--- config.mk ---
export PLATFORM = sky130hd
export DESIGN_NAME = depth_first_search_timestamps_top
export DESIGN_NICKNAME = d
export VERILOG_FILES = /design/src/hw/rtl/dfs_ts_pkg.sv /design/src/hw/rtl/dfs_ts_pick.sv /design/src/hw/rtl/depth_first_search_timestamps_top.sv
export SDC_FILE = /design/constraint.sdc
export NUM_CORES = 2
export LEC_CHECK = 0
export ABC_AREA = 1
export BUFFER_PORTS_ARGS = -buffer_cell sky130_fd_sc_hd__buf_4
export CAP_MARGIN = 20
export CORE_MARGIN = 2
export CORE_UTILIZATION = 57
export CTS_CLUSTER_DIAMETER = 120
export DETAILED_ROUTE_END_ITERATION = 12
export PLACE_DENSITY_LB_ADDON = 0.1
export SKIP_CTS_REPAIR_TIMING = 1
export SLEW_MARGIN = 0
export SYNTH_ARGS = -nofsm -noshare
export SYNTH_HDL_FRONTEND = slang
export SYNTH_SLANG_ARGS = --single-unit
--- constraint.sdc ---
create_clock -name clk_i -period 3.98 [get_ports clk_i]
set_input_delay 0.796 -clock clk_i [delete_from_list [all_inputs] [get_ports clk_i]]
set_output_delay 0.796 -clock clk_i [all_outputs]
set_load 0.02 [all_outputs]
--- src/hw/rtl/dfs_ts_pkg.sv ---
// Shared types and constants for the depth-first search time stamp block.
`timescale 1ns / 1ps
`default_nettype none

package dfs_ts_pkg;

  // Field widths of the item ports
  localparam int CMD_W        = 2;
  localparam int VERTEX_W     = 6;
  localparam int COUNT_W      = 7;
  localparam int STAMP_W      = 8;

  // Default graph size and vertex count after reset
  localparam int NUM_VERTICES_DEF = 32;
  localparam int VCOUNT_RESET     = 32;

  // Command codes of an input item
  typedef enum logic [CMD_W-1:0] {
    CMD_ADD_EDGE = 2'd0,
    CMD_CLEAR    = 2'd1,
    CMD_RUN      = 2'd2,
    CMD_NOP      = 2'd3
  } cmd_e;

  // Neighbor pick result handed from the pick unit to the sequencer
  typedef struct packed {
    logic                found;
    logic [VERTEX_W-1:0] vtx;
  } pick_t;

endpackage

`default_nettype wire

--- src/hw/rtl/dfs_ts_pick.sv ---
// Neighbor pick unit: lowest unvisited in-use neighbor of the current row.
`timescale 1ns / 1ps
`default_nettype none

module dfs_ts_pick #(
  parameter int NUM_VERTICES = dfs_ts_pkg::NUM_VERTICES_DEF
) (
  input  logic [NUM_VERTICES-1:0] row_i,
  input  logic [NUM_VERTICES-1:0] visited_i,
  input  logic [NUM_VERTICES-1:0] in_use_i,
  output dfs_ts_pkg::pick_t       pick_o
);
  import dfs_ts_pkg::*;

  logic [NUM_VERTICES-1:0] cand;

  // Mask the row down to white vertices in use
  assign cand = row_i & in_use_i & ~visited_i;

  // Priority encode, lowest index wins
  always_comb begin
    pick_o.found = |cand;
    pick_o.vtx   = '0;
    for (int k = NUM_VERTICES - 1; k >= 0; k--) begin
      if (cand[k]) begin
        pick_o.vtx = VERTEX_W'(k);
      end
    end
  end

endmodule

`default_nettype wire

--- src/hw/rtl/depth_first_search_timestamps_top.sv ---
// Top level: graph store, depth-first walk sequencer and result emitter.
// Add edge: read-modify-write of both rows (ADD_RA/WA, ADD_RB/WB); clear graph on accept.
// Run: a discovery passes ROW and PICK, a finish PICK and POP, through the shared neighbor
// pick and one adjacency read port, then each result LOAD and EMIT once the output is free.
// A bad source gives its single result from state BAD once the output is free.
// Reset (async, active low) empties the graph, sets vertex_count to 32, idles the block.
`timescale 1ns / 1ps
`default_nettype none

module depth_first_search_timestamps_top #(
  parameter int NUM_VERTICES = dfs_ts_pkg::NUM_VERTICES_DEF
) (
  input  logic                             clk_i,
  input  logic                             rst_ni,
  input  logic                             cfg_we_i,
  input  logic [dfs_ts_pkg::COUNT_W-1:0]   cfg_wdata_i,
  input  logic                             in_valid_i,
  output logic                             in_ready_o,
  input  logic [dfs_ts_pkg::CMD_W-1:0]     cmd_i,
  input  logic [dfs_ts_pkg::VERTEX_W-1:0]  vertex_a_i,
  input  logic [dfs_ts_pkg::VERTEX_W-1:0]  vertex_b_i,
  output logic                             out_valid_o,
  input  logic                             out_ready_i,
  output logic [dfs_ts_pkg::VERTEX_W-1:0]  vertex_o,
  output logic [dfs_ts_pkg::VERTEX_W-1:0]  parent_vertex_o,
  output logic                             is_root_o,
  output logic [dfs_ts_pkg::STAMP_W-1:0]   discovery_stamp_o,
  output logic [dfs_ts_pkg::STAMP_W-1:0]   finishing_stamp_o,
  output logic                             is_last_o,
  output logic                             bad_source_o
);
  import dfs_ts_pkg::*;

  localparam int VW   = (NUM_VERTICES > 1) ? $clog2(NUM_VERTICES) : 1;
  localparam int CNTW = $clog2(NUM_VERTICES + 1);
  localparam int SW   = $clog2(2 * NUM_VERTICES + 1);
  localparam int RECW = 2 * VW + SW;
  localparam int STKW = 2 * VW;

  typedef enum logic [3:0] {
    S_IDLE,
    S_ADD_RA,
    S_ADD_WA,
    S_ADD_RB,
    S_ADD_WB,
    S_BAD,
    S_ROW,
    S_PICK,
    S_POP,
    S_LOAD,
    S_EMIT
  } state_e;

  state_e state_q;

  // Configuration and graph state
  logic [COUNT_W-1:0]      vcount_q;
  logic [COUNT_W-1:0]      n_eff;
  logic [NUM_VERTICES-1:0] in_use;
  logic [NUM_VERTICES-1:0] row_valid_q;
  logic [NUM_VERTICES-1:0] visited_q;

  // Adjacency memory and its read port
  logic [NUM_VERTICES-1:0] adj_mem [NUM_VERTICES];
  logic [NUM_VERTICES-1:0] adj_rd_q;
  logic                    adj_rv_q;
  logic [NUM_VERTICES-1:0] adj_row;
  logic [VW-1:0]           adj_raddr;
  logic                    adj_we;
  logic [VW-1:0]           adj_waddr;
  logic [NUM_VERTICES-1:0] adj_wdata;

  // Edge endpoints of an add command
  logic [VW-1:0] ea_q;
  logic [VW-1:0] eb_q;

  // Walk state: top of stack in registers, the rest in memory
  logic [VW-1:0]   top_u_q;
  logic [VW-1:0]   top_idx_q;
  logic [VW-1:0]   below_q;
  logic [STKW-1:0] stk_mem [NUM_VERTICES];
  logic [STKW-1:0] stk_rd_q;
  logic            stk_we;
  logic [VW-1:0]   stk_raddr;
  logic [CNTW-1:0] seen_q;
  logic [SW-1:0]   stamp_q;
  logic [SW-1:0]   stamp_nx;
  logic [VW-1:0]   k_q;

  // Result records indexed by discovery order
  logic [RECW-1:0] rec_mem [NUM_VERTICES];
  logic [RECW-1:0] rec_rd_q;
  logic            rec_we;
  logic [VW-1:0]   rec_waddr;
  logic [RECW-1:0] rec_wdata;
  logic [SW-1:0]   fin_mem [NUM_VERTICES];
  logic [SW-1:0]   fin_rd_q;
  logic            fin_we;

  // Input decode
  cmd_e            cmd;
  logic            in_acc;
  logic            edge_ok;
  logic            src_bad;
  logic [VW-1:0]   a_idx;
  logic [VW-1:0]   b_idx;
  pick_t           pick;
  logic [VW-1:0]   pick_v;
  logic            out_free;
  logic            out_load;
  logic            rec_last;
  logic            rec_root;

  assign cmd      = cmd_e'(cmd_i);
  assign in_ready_o = (state_q == S_IDLE);
  assign in_acc   = in_valid_i & in_ready_o;
  assign a_idx    = vertex_a_i[VW-1:0];
  assign b_idx    = vertex_b_i[VW-1:0];
  assign edge_ok  = (COUNT_W'(vertex_a_i) < COUNT_W'(NUM_VERTICES)) &&
                    (COUNT_W'(vertex_b_i) < COUNT_W'(NUM_VERTICES));
  assign n_eff    = (vcount_q > COUNT_W'(NUM_VERTICES)) ? COUNT_W'(NUM_VERTICES) : vcount_q;
  assign src_bad  = COUNT_W'(vertex_a_i) >= n_eff;
  assign stamp_nx = stamp_q + SW'(1);
  assign out_free = !out_valid_o || out_ready_i;
  assign out_load = out_free && ((state_q == S_BAD) || (state_q == S_EMIT));
  assign adj_row  = adj_rv_q ? adj_rd_q : '0;
  assign pick_v   = pick.vtx[VW-1:0];
  assign rec_last = (CNTW'(k_q) + CNTW'(1)) == seen_q;
  assign rec_root = (k_q == '0);

  // Mark vertices below the active count
  always_comb begin
    for (int k = 0; k < NUM_VERTICES; k++) begin
      in_use[k] = COUNT_W'(k) < n_eff;
    end
  end

  dfs_ts_pick #(
    .NUM_VERTICES (NUM_VERTICES)
  ) u_pick (
    .row_i     (adj_row),
    .visited_i (visited_q),
    .in_use_i  (in_use),
    .pick_o    (pick)
  );

  // Adjacency port control: row reads follow the sequencer
  always_comb begin
    unique case (state_q)
      S_ADD_RA: adj_raddr = ea_q;
      S_ADD_RB: adj_raddr = eb_q;
      default:  adj_raddr = top_u_q;
    endcase
    adj_we    = (state_q == S_ADD_WA) || (state_q == S_ADD_WB);
    adj_waddr = (state_q == S_ADD_WA) ? ea_q : eb_q;
    adj_wdata = adj_row | (NUM_VERTICES'(1) << ((state_q == S_ADD_WA) ? eb_q : ea_q));
  end

  // Record and stack write control
  always_comb begin
    stk_we    = (state_q == S_PICK) && pick.found;
    stk_raddr = below_q - VW'(1);
    fin_we    = (state_q == S_PICK) && !pick.found;
    rec_we    = 1'b0;
    rec_waddr = seen_q[VW-1:0];
    rec_wdata = {pick_v, top_u_q, stamp_nx};
    if (in_acc && (cmd == CMD_RUN) && !src_bad) begin
      rec_we    = 1'b1;
      rec_waddr = '0;
      rec_wdata = {a_idx, VW'(0), SW'(1)};
    end else if (stk_we) begin
      rec_we = 1'b1;
    end
  end

  // Adjacency memory
  always_ff @(posedge clk_i) begin
    if (adj_we) begin
      adj_mem[adj_waddr] <= adj_wdata;
    end
    adj_rd_q <= adj_mem[adj_raddr];
    adj_rv_q <= row_valid_q[adj_raddr];
  end

  // Stack memory below the top entry
  always_ff @(posedge clk_i) begin
    if (stk_we) begin
      stk_mem[below_q] <= {top_u_q, top_idx_q};
    end
    stk_rd_q <= stk_mem[stk_raddr];
  end

  // Record and finish stamp memories
  always_ff @(posedge clk_i) begin
    if (rec_we) begin
      rec_mem[rec_waddr] <= rec_wdata;
    end
    if (fin_we) begin
      fin_mem[top_idx_q] <= stamp_nx;
    end
    rec_rd_q <= rec_mem[k_q];
    fin_rd_q <= fin_mem[k_q];
  end

  // Sequencer with registered result outputs
  always_ff @(posedge clk_i or negedge rst_ni) begin
    if (!rst_ni) begin
      state_q           <= S_IDLE;
      vcount_q          <= COUNT_W'(VCOUNT_RESET);
      row_valid_q       <= '0;
      visited_q         <= '0;
      ea_q              <= '0;
      eb_q              <= '0;
      top_u_q           <= '0;
      top_idx_q         <= '0;
      below_q           <= '0;
      seen_q            <= '0;
      stamp_q           <= '0;
      k_q               <= '0;
      out_valid_o       <= 1'b0;
      vertex_o          <= '0;
      parent_vertex_o   <= '0;
      is_root_o         <= 1'b0;
      discovery_stamp_o <= '0;
      finishing_stamp_o <= '0;
      is_last_o         <= 1'b0;
      bad_source_o      <= 1'b0;
    end else begin
      if (cfg_we_i) begin
        vcount_q <= cfg_wdata_i;
      end
      // Drop the result once taken unless a new one loads
      if (out_valid_o && out_ready_i && !out_load) begin
        out_valid_o <= 1'b0;
      end
      unique case (state_q)
        S_IDLE: begin
          if (in_acc) begin
            unique case (cmd)
              CMD_ADD_EDGE: begin
                if (edge_ok) begin
                  ea_q    <= a_idx;
                  eb_q    <= b_idx;
                  state_q <= S_ADD_RA;
                end
              end
              CMD_CLEAR: begin
                row_valid_q <= '0;
              end
              CMD_RUN: begin
                if (src_bad) begin
                  state_q <= S_BAD;
                end else begin
                  visited_q <= NUM_VERTICES'(1) << a_idx;
                  stamp_q   <= SW'(1);
                  seen_q    <= CNTW'(1);
                  top_u_q   <= a_idx;
                  top_idx_q <= '0;
                  below_q   <= '0;
                  state_q   <= S_ROW;
                end
              end
              CMD_NOP: begin
              end
              default: begin
              end
            endcase
          end
        end
        S_ADD_RA: state_q <= S_ADD_WA;
        S_ADD_WA: begin
          row_valid_q[ea_q] <= 1'b1;
          state_q           <= S_ADD_RB;
        end
        S_ADD_RB: state_q <= S_ADD_WB;
        S_ADD_WB: begin
          row_valid_q[eb_q] <= 1'b1;
          state_q           <= S_IDLE;
        end
        S_BAD: begin
          if (out_free) begin
            out_valid_o       <= 1'b1;
            vertex_o          <= '0;
            parent_vertex_o   <= '0;
            is_root_o         <= 1'b0;
            discovery_stamp_o <= '0;
            finishing_stamp_o <= '0;
            is_last_o         <= 1'b1;
            bad_source_o      <= 1'b1;
            state_q           <= S_IDLE;
          end
        end
        S_ROW: state_q <= S_PICK;
        S_PICK: begin
          stamp_q <= stamp_nx;
          if (pick.found) begin
            // Discover: push the current top, enter the neighbor
            visited_q[pick_v] <= 1'b1;
            seen_q            <= seen_q + CNTW'(1);
            top_u_q           <= pick_v;
            top_idx_q         <= seen_q[VW-1:0];
            below_q           <= below_q + VW'(1);
            state_q           <= S_ROW;
          end else if (below_q == '0) begin
            // Source finished: walk is over
            k_q     <= '0;
            state_q <= S_LOAD;
          end else begin
            below_q <= below_q - VW'(1);
            state_q <= S_POP;
          end
        end
        S_POP: begin
          top_u_q   <= stk_rd_q[STKW-1 -: VW];
          top_idx_q <= stk_rd_q[VW-1:0];
          state_q   <= S_ROW;
        end
        S_LOAD: state_q <= S_EMIT;
        S_EMIT: begin
          if (out_free) begin
            out_valid_o       <= 1'b1;
            vertex_o          <= VERTEX_W'(rec_rd_q[RECW-1 -: VW]);
            parent_vertex_o   <= rec_root ? '0 : VERTEX_W'(rec_rd_q[SW+VW-1 -: VW]);
            is_root_o         <= rec_root;
            discovery_stamp_o <= STAMP_W'(rec_rd_q[SW-1:0]);
            finishing_stamp_o <= STAMP_W'(fin_rd_q);
            is_last_o         <= rec_last;
            bad_source_o      <= 1'b0;
            if (rec_last) begin
              state_q <= S_IDLE;
            end else begin
              k_q     <= k_q + VW'(1);
              state_q <= S_LOAD;
            end
          end
        end
        default: state_q <= S_IDLE;
      endcase
    end
  end

  // Walk invariants
  logic walking;
  assign walking = (state_q == S_ROW) || (state_q == S_PICK) || (state_q == S_POP);

  a_seen_matches_visited: assert property (@(posedge clk_i) disable iff (!rst_ni)
    walking |-> ($countones(visited_q) == int'(seen_q)))
    else $error("visited set and discovery count disagree");

  a_stack_within_seen: assert property (@(posedge clk_i) disable iff (!rst_ni)
    walking |-> (CNTW'(below_q) < seen_q))
    else $error("stack deeper than discovered vertices");

  a_top_is_visited: assert property (@(posedge clk_i) disable iff (!rst_ni)
    walking |-> visited_q[top_u_q])
    else $error("top of stack not a discovered vertex");

  a_stamp_bound: assert property (@(posedge clk_i) disable iff (!rst_ni)
    walking |-> (int'(stamp_q) < 2 * int'(seen_q)))
    else $error("time stamp beyond two per discovered vertex");

endmodule

`default_nettype wire

Yosys cells after proc, flatten, opt, wreduce, memory -nomap -nowiden:

Memories as Yosys holds them, arrays and structs flattened. A register that Yosys moved wholly into a read port is not among the register bits.
Cells that the tools add are included.

* output and inout bits: 33
* logic and storage cells: 270
* bits in writable memories: 2112
* memories: 4
* flip-flop bits (word level): 151
* input port bits: 26

* equality and inequality tests: 26
* $add $sub $neg: 6
* shift-type cells: 2
* bitwise logic cells: 8
* multiplexer cells: 122
* reduce and logical (&&, ||, !) cells: 38
* order comparisons: 43

Memories
* adj_mem: words 32, bits a word 32, read ports 1, clocked after memory_dff 1, wr ports 1, RTL line depth_first_search_timestamps_top.sv:64 `logic [NUM_VERTICES-1:0] adj_mem [NUM_VERTICES];`
* rec_mem: words 32, bits a word 17, read ports 1, clocked after memory_dff 1, wr ports 1, RTL line depth_first_search_timestamps_top.sv:91 `logic [RECW-1:0] rec_mem [NUM_VERTICES];`
* stk_mem: words 32, bits a word 10, read ports 1, clocked after memory_dff 1, wr ports 1, RTL line depth_first_search_timestamps_top.sv:81 `logic [STKW-1:0] stk_mem [NUM_VERTICES];`
* fin_mem: words 32, bits a word 7, read ports 1, clocked after memory_dff 1, wr ports 1, RTL line depth_first_search_timestamps_top.sv:96 `logic [SW-1:0] fin_mem [NUM_VERTICES];`

Operators by type and width (count)
* $mux W5: 50
* $mux W32: 7
* $or A32 B32 Y32: 4
* $lt A5 B7 Y1 const A: 16
* $pmux W32 S3: 1
* $and A32 B32 Y32: 2
* $pmux W32 S2: 1
* $shl A1 B5 Y32 const A: 2
* $lt A4 B7 Y1 const A: 8
* $mux W6: 7
* $pmux W4 S10: 1
* $pmux W6 S2: 3
* $not A32 Y32: 1
* $pmux W8 S2: 2
* $reduce_or A32 Y1: 1
* $pmux W5 S2: 3
* $pmux W5 S3: 2
* $lt A3 B7 Y1 const A: 4
* $mux W7: 4
* $reduce_and A5 Y1: 5
* $lt A5 B6 Y1 const B: 4
* $mux W4: 6
* $mux W8: 3
* $mux W1: 21
* other kinds (41): 87

Longest topological paths before layout:

* word-level depth: 44
* depth in mapped cells: 41
* depth with buffers taken out: 41

Hierarchy:

Synthesis repeated with hierarchy kept, for this count alone.

* cell total of the unflattened synthesis: 9196
* area, all modules: 100269.9 µm²

Modules (own cells, without submodules)
* depth_first_search_timestamps_top: cells an instance 9027, area each 99526.7 µm², seq. area each 68416.9 µm², times used 1
* dfs_ts_pick: cells an instance 169, area each 743.2 µm², seq. area each 0.0 µm², times used 1

Worst setup path before layout:

No wires, ideal clock.

* path kind: flip-flop to flip-flop
* start: reg vcount_q[6]
* end: mem rec_mem[0][12] (netlist name), data pin
* buffers on the path: 0
* slack: -288 ps
* period minus slack after synthesis: 4268 ps
* arrival time: 3814 ps
* stages on the path, launching flop included: 38
* library setup time: 454 ps
* data required time: 3526 ps
* cell sequence: dfrtp_1 nor2_4 inv_2 nand2_2 nand3_1 nand2_1 nand2_2 nand2_1 nand2_1 nand2_1 nand2_1 nand2_1 nand2_1 nand2_1 nand2_1 nand2_1 nand2_1 nand2_1 (+2 left out) nand2_1 nand2_1 nand2_1 nand2_1 nand2_1 nand2_1 nand2_1 nand2_1 nand2_1 nand2_1 nand2_1 nand2_1 nand2_1 nand2_2 nand2_4 nand2_8 nand2_4 o21ai_0

* word-level cells in the longest chain between the ends: 38
* elaborated cells between the ends (all ways): 72
* those cells by class: 34 x order compare; 34 x mux; 2 x bitwise; 2 x reduce/logical

RTL lines
* start: declaration: RTL line depth_first_search_timestamps_top.sv:57 `logic [COUNT_W-1:0] vcount_q;`
* start signal: assignment: RTL line depth_first_search_timestamps_top.sv:209 `vcount_q <= COUNT_W'(VCOUNT_RESET);`
* start signal: assignment: RTL line depth_first_search_timestamps_top.sv:230 `vcount_q <= cfg_wdata_i;`
* $gt A7 B6 Y1: RTL line depth_first_search_timestamps_top.sv:121 `assign n_eff = (vcount_q > COUNT_W'(NUM_VERTICES)) ? COUNT_W'(NUM_VERTICES) : vcount_q;`
* $mux W7 *: RTL line depth_first_search_timestamps_top.sv:121
* $lt A5 B7 Y1: RTL line depth_first_search_timestamps_top.sv:134 `in_use[k] = COUNT_W'(k) < n_eff;`
* $and A32 B32 Y32 (2 in a row): RTL line dfs_ts_pick.sv:18 `assign cand = row_i & in_use_i & ~visited_i;`
* $mux W5 (32 in a row): RTL line dfs_ts_pick.sv:25 `if (cand[k]) begin`
* $mux W17 *: RTL line depth_first_search_timestamps_top.sv:167 `if (in_acc && (cmd == CMD_RUN) && !src_bad) begin`
* named net rec_wdata[12]: RTL line depth_first_search_timestamps_top.sv:95 `logic [RECW-1:0] rec_wdata;`
* end: declaration: RTL line depth_first_search_timestamps_top.sv:91

Mark *: on every way through the listed nets, which the timed path passes. The rest lies on a longest branch.

Worst setup path in the final report:

* start: reg vcount_q[5]
* end: mem stk_mem[10][3] (netlist name), enable pin

* word-level cells in the longest chain between the ends: 9
* elaborated cells between the ends (all ways): 40
* those cells by class: 33 x order compare; 3 x mux; 2 x bitwise; 2 x reduce/logical

RTL lines
* $gt A7 B6 Y1: RTL line depth_first_search_timestamps_top.sv:121
* $mux W7 *: RTL line depth_first_search_timestamps_top.sv:121
* $lt A1 B7 Y1, or another cell as far along: RTL line depth_first_search_timestamps_top.sv:134
* $and A32 B32 Y32 * (2 in a row): RTL line dfs_ts_pick.sv:18
* $reduce_or A32 Y1 *: RTL line dfs_ts_pick.sv:22 `pick_o.found = |cand;`
* $logic_and A1 B1 Y1 *: RTL line depth_first_search_timestamps_top.sv:161 `stk_we = (state_q == S_PICK) && pick.found;`
* $mux W1 *: RTL line depth_first_search_timestamps_top.sv:187 `if (stk_we) begin`
* $mux W1 (not written as such) *: RTL line depth_first_search_timestamps_top.sv:188 `stk_mem[below_q] <= {top_u_q, top_idx_q};`
* end: declaration: RTL line depth_first_search_timestamps_top.sv:81

Mark *: on every way between the ends. The rest lies on a longest branch, timed or not.

==> results.yml <==
detailed_routing:
  num_vias: 63500
  drt_pass1_iterations: 8
  via_per_inst: 6.23
  drt_wl_total_um: 259000
  drtIter0Drc: 8117
  drc: 0
  postRouteAntennaNets: 0
  wl_per_cell_um: 25.4
floorplan:
  coreArea_um2: 165000
  die_area_um2: 169000
  die_h_um: 411
  num_rows: 149
  die_w_um: 411
  io_pins: 59
  start_util_pct: 57.3
global_route:
  grt_usage_pct: 30.3
  antenna_found_initial: 7
  grt_max_degree: 209
  grt_pass1_vias: 58900
  grt_pass1_wl_um: 382000
  grt-ovfl-total: 0
power_and_ir_drop:
  p_clk_share_pct: 23.7
  p_sw_share_pct: 38.6
  powerDensity_nw_per_um2: 820
  p_seq_share_pct: 37.4
  p_int_w: 0.0544
  combPwrFrac_pct: 38.9
  p_sw_w: 0.0342
  p_leak_nw: 37.3
  peakVddDrop_mv: 0.729
place:
  io_buffers: 54
  gp_congestion: 0.931
  hpwl_um: 154000
  dp_slack_ns: -0.203
  dp.cells: 9760
setup_path:
  setup.worst_path.end: "stk_mem[10][3]"
  r2r_cells: 17
  r2r-end: "stk_mem[10][3]"
  cp-startpoint: "vcount_q[5]"
  start_kind: "flip-flop"
  cp_max_fo: 10
  reg2reg_slack_ns: 0.12
  cp.required_ns: 4.45
  critPathKind: "reg2reg"
  critical_path_arrival_ns: 4.33
  r2r-start: "vcount_q[5]"
  setup.worst_path.end_class: "flip-flop"
sta:
  worstMarginPinSlew_ns: 1.10
  setup_viol: 0
  max_freq_ghz: 0.259
  hold_viol: 0
  final.setup.worst_slack_ns: 0.124
  slew_headroom_pct: 26.5
  grt_setup_unrepaired: "yes"
  finalHoldWorstSlack_ns: 0.180
  finClkSkew_ns: 0.0331
  period_share_pct: 96.9
  layout_min_cycle_time_ns: 3.86
  maxSlewViolCount: 0
flow_run:
  drv_cap: 0
synth:
  syn_inst: 7612
  yosysSeqAreaShare_pct: 72.5
  synth.distinct_cells: 63
  synth_edf_count: 2112
  yosysWarnings: 0
  ys.flop_type: "edfxtp_1"
  syn_area_um2: 94300
  synth-seq-cells: 2325
  postSynth.asyncResetShare_pct: 6.28
  synth_area_per_cell_um2: 12.4
final_layout:
  layout_commonest_cell: "edfxtp_1"
  most-common-layout-cells: "2112 x edfxtp_1, 1403 x nand2_1, 874 x nor2_1"
  fillers: 12100
  layout.nets: 7859
  area_growth_pct: 14.6
  drive_above_1_share_pct: 12.6
  instances_no_fill: 10200
clocking:
  clk_latency_ns: 0.88
  cts_buffers: 225
  cts_num_sinks: 2325
  ctsRootBufferMaster: "clkbuf_16"
  cts_buffer_depth: 3
  htree_levels: 4
  clk_transition_reported_paths_ns: 0.06
  cts_tree: "yes"
status:
  status: "finished clean"
hold_path:
  hold_path_class: "in2reg"
-- critical path: stages (launching register included) --
cell and delay (ns):
dfstp_2 0.38, buf_4 0.13, nor3_2 0.23, inv_1 0.08
buf_4 0.15, nand2_1 0.17, nor2_1 0.07, nor4_1 0.34
nor2_1 0.12, nand2_1 0.12, nor2_1 0.07, nand2_1 0.12
nor3_4 0.06, nor2_1 0.19, buf_4 0.22, nand2_1 0.11
buf_12 0.17, nor2_1 0.73
-- how the worst min path moves through the flow --
stage | startpoint | endpoint | slack [ns] | depth (start not counted)
finish | cfg_wdata_i[1] | vcount_q[1] | 0.18 | 2
global route | cfg_wdata_i[5] | vcount_q[5] | 0.16 | 2
CTS | rst_ni | discovery_stamp_o[4] | -0.1 | 1
detailed placement | rec_rd_q[9] | parent_vertex_o[2] | 0.44 | 2
global placement | rec_rd_q[5] | discovery_stamp_o[5] | 0.43 | 1
floorplan | rec_rd_q[7] | parent_vertex_o[0] | 0.42 | 2
-- power groups by stage --
stage	clock [W]	sequential (W)	combinational [W]
finish	0.0210	0.0331	0.0344
global route	0.0222	0.0332	0.0371
CTS	0.0212	0.0331	0.0334
detailed placement	0	0.0336	0.0332
global placement	0	0.0336	0.0327
floorplan	0	0.0335	0.0192
-- layer usage --
layer | global-route usage [%] | wire length, µm
met1 | 45.6 | 110000
met4 | 9.39 | 7580
met2 | 45.3 | 116000
met3 | 5.57 | 24800
met5 | 0 | 13
-- synthesized netlist by cell type (35+ instances only) --
cell type,number,area (µm²)
a21boi_0,99,743
a21oi_1,342,1710
a31oi_1,47,294
a32o_1,132,1320
clkbuf_1,454,1700
dfrtp_1,145,3630
dfxtp_1,67,1340
edfxtp_1,2112,63400
inv_1,225,845
nand2_1,1406,5280
nand3_1,139,696
nand4_1,58,363
nor2_1,973,3650
nor3_1,35,175
o211ai_1,82,616
o21ai_0,613,3070
o221ai_1,112,981
o22ai_1,136,851
o311ai_0,99,867
o32ai_1,49,429
-- stage by stage --
step | utilization (%) | area, µm² | power, W | TNS, ns
after floorplan | - | 94300 | 0.0528 | -13.74
after global placement | 60.9 | 100000 | 0.0663 | -18.46
after CTS | 65.4 | 108000 | 0.0877 | -2.70
after detailed placement | 61.0 | 100000 | 0.0668 | -14.41
after global routing | 65.6 | 108000 | 0.0925 | -3.77
final | 65.6 | 108000 | 0.0886 | 0
-- state kept, by name (all words and copies together) (netlist names), 4 cells and up --
signal             flops
fin_rd_q               7
eb_q                   5
seen_q                 6
vertex_o               5
rec_rd_q              17
parent_vertex_o        5
adj_mem             1024
stk_rd_q              10
stk_mem              320
k_q                    5
ea_q                   5
row_valid_q           32
finishing_stamp_o      7
visited_q             32
rec_mem              544
discovery_stamp_o      7
stamp_q                7
state_q                4
below_q                5
top_u_q                5
vcount_q               7
top_idx_q              5
fin_mem              224
adj_rd_q              32
-- area by class of cell --
type / instances / area (µm²) / area share, %
Inverter: 245 / 941 / 0.871
Tap cell: 2189 / 2740 / 2.53
Sequential cell: 2325 / 68400 / 63.3
Clock buffer: 289 / 6060 / 5.61
Multi-Input combinational cell: 4541 / 23800 / 22.0
Clock inverter: 131 / 1190 / 1.10
Antenna cell: 3 / 7.51 / 0.00695
Timing Repair Buffer: 480 / 4890 / 4.53
-- logic make-up after synthesis --
kind of cell / count (synthesis) / synth area share (%)
flip-flops: 2325 / 72.5
AO/OA/AOI/OAI: 1835 / 12.6
other: 1 / 0.00398
multiplexers: 34 / 0.365
XOR/XNOR: 13 / 0.121
adder cells (fa/ha/maj): 15 / 0.199
buffers and inverters: 749 / 3.09
AND/OR/NAND/NOR: 2640 / 11.0
(Power assumes the default switching activity.)
